## config.mk

```make
export PLATFORM = sky130hd
export DESIGN_NAME = svpwm_div
export DESIGN_NICKNAME = d
export VERILOG_FILES = /design/src/sv/svpwm_pkg.sv /design/src/sv/svpwm_div.sv
export SDC_FILE = /design/constraint.sdc
export NUM_CORES = 2
export LEC_CHECK = 0
export BUFFER_PORTS_ARGS = -buffer_cell sky130_fd_sc_hd__buf_2
export CAP_MARGIN = 5
export CORE_UTILIZATION = 25
export CTS_CLUSTER_DIAMETER = 150
export DETAILED_ROUTE_END_ITERATION = 16
export HOLD_SLACK_MARGIN = 0.05
export MAX_ROUTING_LAYER = met4
export PLACE_DENSITY_LB_ADDON = 0.1
export SYNTH_ARGS = -nofsm -noshare
export SYNTH_HDL_FRONTEND = slang
export SYNTH_SLANG_ARGS = --single-unit
export TNS_END_PERCENT = 50
```

## constraint.sdc

```tcl
create_clock -name clock -period 18.7 [get_ports clock]
set_input_delay 1.87 -clock clock [delete_from_list [all_inputs] [get_ports clock]]
set_output_delay 1.87 -clock clock [all_outputs]
set_load 0.005 [all_outputs]
```

## src/sv/svpwm_pkg.sv

```systemverilog
package svpwm_pkg;

   // Field widths
   localparam int Q_W      = 16;
   localparam int ANGLE_W  = 16;
   localparam int BUS_W    = 15;
   localparam int DUTY_W   = 12;
   localparam int SEC_W    = 3;
   localparam int MAG_W    = 16;

   // Fixed-point widths
   localparam int FRAC_W   = 17;   // 0..65536, fraction of one sector
   localparam int QV_W     = 31;   // Q30 values below two
   localparam int DVD_W    = 48;   // product of Q30 time and magnitude
   localparam int CLAMP_W  = 32;   // doubled duty clamped to 0..2^31
   localparam int SUM_W    = 50;   // signed duty sums

   localparam logic [BUS_W-1:0]  BUS_RESET = 15'd3072;
   localparam logic [DUTY_W-1:0] DUTY_MAX  = 12'd4095;

   localparam logic [QV_W-1:0] Q30_ONE   = 31'h4000_0000;
   localparam logic [QV_W-1:0] PI3_Q30   = 31'd1124419809;
   localparam logic [QV_W-1:0] SQRT3_Q30 = 31'd1859775393;

   // Reciprocals for exact truncating division of 31-bit values
   localparam logic [5:0]  SH72 = 6'd38;
   localparam logic [5:0]  SH42 = 6'd37;
   localparam logic [5:0]  SH20 = 6'd36;
   localparam logic [5:0]  SH6  = 6'd34;
   localparam logic [31:0] M72  = 32'(((64'd1 << 38) + 64'd71) / 64'd72);
   localparam logic [31:0] M42  = 32'(((64'd1 << 37) + 64'd41) / 64'd42);
   localparam logic [31:0] M20  = 32'(((64'd1 << 36) + 64'd19) / 64'd20);
   localparam logic [31:0] M6   = 32'(((64'd1 << 34) + 64'd5) / 64'd6);

   // Pipeline depths
   localparam int SIN_LAT  = 11;
   localparam int DIV_BPS  = 4;                  // quotient bits per stage
   localparam int DIV_STG  = DVD_W / DIV_BPS;
   localparam int PIPE_LEN = 1 + SIN_LAT + 1 + DIV_STG + 2;

   // Duty selection codes
   localparam logic [1:0] SEL_T0    = 2'd0;   // T0
   localparam logic [1:0] SEL_T1    = 2'd1;   // 2T1+T0
   localparam logic [1:0] SEL_T2    = 2'd2;   // 2T2+T0
   localparam logic [1:0] SEL_T1_T2 = 2'd3;   // 2T1+2T2+T0

   localparam logic [1:0] SEC_MAP [6][3] = '{
      '{SEL_T1_T2, SEL_T2,    SEL_T0},
      '{SEL_T1,    SEL_T1_T2, SEL_T0},
      '{SEL_T0,    SEL_T1_T2, SEL_T2},
      '{SEL_T0,    SEL_T1,    SEL_T1_T2},
      '{SEL_T2,    SEL_T0,    SEL_T1_T2},
      '{SEL_T1_T2, SEL_T0,    SEL_T1}
   };

   typedef logic [DUTY_W-1:0] duty_type;

   // Q30 product, truncated
   function automatic logic [QV_W-1:0] mul_q30(input logic [QV_W-1:0] a,
                                                input logic [QV_W-1:0] b);
      logic [2*QV_W-1:0] prod;
      prod = {{QV_W{1'b0}}, a} * {{QV_W{1'b0}}, b};
      return prod[QV_W+29:30];
   endfunction

   // Truncating division by a constant through its reciprocal
   function automatic logic [QV_W-1:0] div_const(input logic [QV_W-1:0] v,
                                                  input logic [31:0] m,
                                                  input logic [5:0] sh);
      logic [QV_W+31:0] prod;
      prod = {32'b0, v} * {{QV_W{1'b0}}, m};
      return QV_W'(prod >> sh);
   endfunction

endpackage

```

## src/sv/svpwm_div.sv

```systemverilog
module svpwm_div (
   input  logic                        clock,
   input  logic                        en,
   input  logic [svpwm_pkg::DVD_W-1:0] dividend,
   input  logic [svpwm_pkg::BUS_W-1:0] divisor,
   output logic [svpwm_pkg::DVD_W-1:0] quotient
);
   import svpwm_pkg::*;

   logic [BUS_W-1:0] rem_ff [DIV_STG];
   logic [DVD_W-1:0] dvd_ff [DIV_STG];
   logic [BUS_W-1:0] rem_in [DIV_STG];
   logic [DVD_W-1:0] dvd_in [DIV_STG];

   // Restoring division, quotient bits shift in as dividend bits shift out
   always_comb begin
      logic [BUS_W:0]   r;
      logic [BUS_W-1:0] rem;
      logic [DVD_W-1:0] dvd;
      for (int s = 0; s < DIV_STG; s++) begin
         rem = (s == 0) ? '0 : rem_ff[(s == 0) ? 0 : s-1];
         dvd = (s == 0) ? dividend : dvd_ff[(s == 0) ? 0 : s-1];
         for (int b = 0; b < DIV_BPS; b++) begin
            r = {rem, dvd[DVD_W-1]};
            if (r >= {1'b0, divisor}) begin
               r   = r - {1'b0, divisor};
               dvd = {dvd[DVD_W-2:0], 1'b1};
            end else begin
               dvd = {dvd[DVD_W-2:0], 1'b0};
            end
            rem = r[BUS_W-1:0];
         end
         rem_in[s] = rem;
         dvd_in[s] = dvd;
      end
   end

   always_ff @(posedge clock) begin
      if (en) begin
         for (int s = 0; s < DIV_STG; s++) begin
            rem_ff[s] <= rem_in[s];
            dvd_ff[s] <= dvd_in[s];
         end
      end
   end

   assign quotient = dvd_ff[DIV_STG-1];

endmodule

```

==> results.sh <==
export IMPL_status="complete, no violations"
export IMPL_wl_met2_um=89800
export IMPL_yosysSeqAreaShare_pct=36.1
export IMPL_fin_crit_sh_pct=74.1
export IMPL_ys_flop_type="edfxtp_1"
export IMPL_rsz0062_at_grt="no"
export IMPL_rrSetupSlack_ns=6.31
export IMPL_area_delta_synth_final_pct=12.5
export IMPL_gr_usage_all_layers_pct=16.1
export IMPL_placed_cells=9517
export IMPL_wl_per_cell_um=20.4
export IMPL_slowest_delay_ns=0.66
export IMPL_fillers=25700
export IMPL_cts_tree="yes"
export IMPL_tightest_slew_ns=1.15
export IMPL_syn_inst=6270
export IMPL_cpMaxStageDelayCell="and2_1"
export IMPL_holdBufCountCts=0
export IMPL_skew_ns=0.0385
export IMPL_cpLargestDelayFamily="compound AO/OA/AOI/OAI gates"
export IMPL_routed_wl_um=198000
export IMPL_die_height_um=499
export IMPL_avgSynthCellArea_um2=9.84
export IMPL_cp_common_cell="o21ai_0"
export IMPL_cts_sinks=741
export IMPL_firstDrtPassIters=7
export IMPL_grt_overflow=0
export IMPL_start_kind="input port"
export IMPL_dp_hpwl_um=148000
export IMPL_maxSlewHeadroom_pct=23.2
export IMPL_cts_made_buffers=97
export IMPL_initial_core_util_pct=25.3
export IMPL_portBuffers=112
export IMPL_synth_edf_count=741
export IMPL_grt_pass1_wl_um=300000
export IMPL_synth_cell_types=101
export IMPL_dpl_cell_area_um2=66200
export IMPL_layout_commonest_cell="edfxtp_1"
export IMPL_cp_max_fo=27
export IMPL_synth_area_top_cells="edfxtp_1 36%, ha_1 14%, mux2_2 4.3%, xnor2_1 4.3%, a21oi_1 4.1%"
export IMPL_drive_above_1_share_pct=10.9
export IMPL_antenna_left=0
export IMPL_yosysWarnings=0
export IMPL_finalNonFillerCells=9701
export IMPL_critPathArrivalTime_ns=14.37
export IMPL_grt_pass1_vias=47900
export IMPL_viasPerCell=4.97
export IMPL_grt_max_degree=89
export IMPL_die_area_um2=249000
export IMPL_postCtsSetupBuffers=0
export IMPL_coreArea_um2=244000
export IMPL_rows=181
export IMPL_die_x_um=499
export IMPL_fmax_mhz=72.2
export IMPL_htreeDepth=3
export IMPL_antenna_found_initial=14
export IMPL_dr_first_iter_drc_count=2942
export IMPL_layout_nets=7232
export IMPL_synth_area_um2=61700
export IMPL_cp_end_kind="flop"
export IMPL_via_count=48200
export IMPL_drc=0
export IMPL_clk_latency_ns=0.77
export IMPL_cts_resized=0
export IMPL_setup_tns_ns=0
export IMPL_min_path_type="reg -> reg"
export IMPL_cp_buffers_inverters=8
export IMPL_cts_max_path_buffers=3
export IMPL_async_flop_share_pct=0
export IMPL_final_cell_area_um2=69400
export IMPL_required_ns=19.21
export IMPL_synth_top_area_cell="edfxtp_1"
export IMPL_layout_common_cells="741 x edfxtp_1, 707 x ha_1, 506 x a21oi_1"
export IMPL_cts_clk_slew_worst_paths_ns=0.06
export IMPL_gp_congestion=0.865
export IMPL_yosys_register_bits=741
export IMPL_yosys_area_top_type_share_pct=36.1
export IMPL_finalSetupViolCount=0
export IMPL_critPathKind="in -> reg"
export IMPL_routed_top_layer="met4"
export IMPL_fin_crit_ns=13.86
export IMPL_drt_met1_wl_um=96300
export IMPL_maxCapViolCount=0
export IMPL_ios=113
export IMPL_wl_met3_um=6860
export IMPL_cts_root_buf="clkbuf_16"
export IMPL_synth_nets=7088
export IMPL_hold_viol=0
export IMPL_slew_violations=0
[final timing paths]
kind | from | endpoint | cells after the start
max reg2reg | dvd_ff[0][143]$_DFFE_PP_ | rem_ff[3][2]$_DFFE_PP_ | 47
min reg2reg | dvd_ff[0][105]$_DFFE_PP_ | dvd_ff[0][157]$_DFFE_PP_ | 0
max | divisor[1] | rem_ff[3][2]$_DFFE_PP_ | 47
min | dvd_ff[0][105]$_DFFE_PP_ | dvd_ff[0][157]$_DFFE_PP_ | 0
[cell type report]
type | count | area (um2) | share of cell area [%]
Clock buffer | 115 | 2560 | 3.69
Sequential cell | 741 | 22300 | 32.1
Clock inverter | 62 | 649 | 0.936
Timing Repair Buffer | 202 | 1290 | 1.86
Inverter | 350 | 1330 | 1.92
Antenna cell | 7 | 17.5 | 0.0252
Tap cell | 3202 | 4010 | 5.77
Multi-Input combinational cell | 5022 | 37300 | 53.7
[layer usage]
metal  track usage [%]  vias up
li1                  -    23900
met1              21.6    23200
met2              25.5      832
met3              1.92      250
met4              4.29        0
met5                 -        -
[cells by family after synthesis]
kind of cell	share of synthesized area, %
XOR/XNOR	6.79
flip-flops	36.1
multiplexers	5.67
adder cells (fa/ha/maj)	15.8
buffers and inverters	3.48
AO/OA/AOI/OAI	19.1
AND/OR/NAND/NOR	13.1
[cells in the mapped netlist, types with 12 or more instances]
| cell type | n |
|---|---|
| fa_1 | 46 |
| xnor2_1 | 300 |
| a211o_1 | 22 |
| nor2_1 | 446 |
| xor2_1 | 178 |
| nand2b_1 | 101 |
| inv_1 | 339 |
| a221o_1 | 16 |
| or2_2 | 33 |
| o21a_1 | 104 |
| and3_1 | 42 |
| o31ai_1 | 30 |
| nor2b_1 | 107 |
| o211ai_1 | 38 |
| nand4_1 | 120 |
| a21boi_0 | 42 |
| nand3b_1 | 17 |
| a21o_1 | 183 |
| nand3_1 | 87 |
| nand2_1 | 406 |
| mux2i_1 | 74 |
| or3_1 | 48 |
| ha_1 | 707 |
| o21ai_0 | 460 |
| buf_4 | 52 |
| edfxtp_1 | 741 |
| o21bai_1 | 49 |
| a21oi_1 | 507 |
| o2111ai_1 | 17 |
| a2111oi_0 | 12 |
| a31o_2 | 22 |
| a211oi_1 | 58 |
| nor3_1 | 121 |
| a31oi_1 | 38 |
| o31a_1 | 19 |
| mux2_2 | 236 |
| clkbuf_1 | 73 |
| o221ai_1 | 39 |
| and2_1 | 36 |
| o41ai_1 | 12 |
| nor4_1 | 38 |
| a22oi_1 | 33 |
| buf_2 | 19 |
[metrics by stage]
| stage | util [%] | setup WS (ns) | hold WS [ns] |
|---|---|---|---|
| 2_1_floorplan | - | 5.84 | 0.400 |
| 3_3_place_gp | 27.1 | 4.07 | 0.401 |
| 3_5_place_dp | 27.1 | 4.01 | 0.405 |
| 4_1_cts | 28.4 | 4.85 | 0.388 |
| 5_1_grt | 28.4 | 3.68 | 0.395 |
| 6_report | 28.4 | 4.84 | 0.394 |
[state kept, by name, summed over array words and instances, names as in the netlist]
register and count:
rem_ff 165, dvd_ff 576
Power is left out: the tool's default activity adds up to more than one toggle a clock period on the data nets, which glitch-free logic cannot reach.
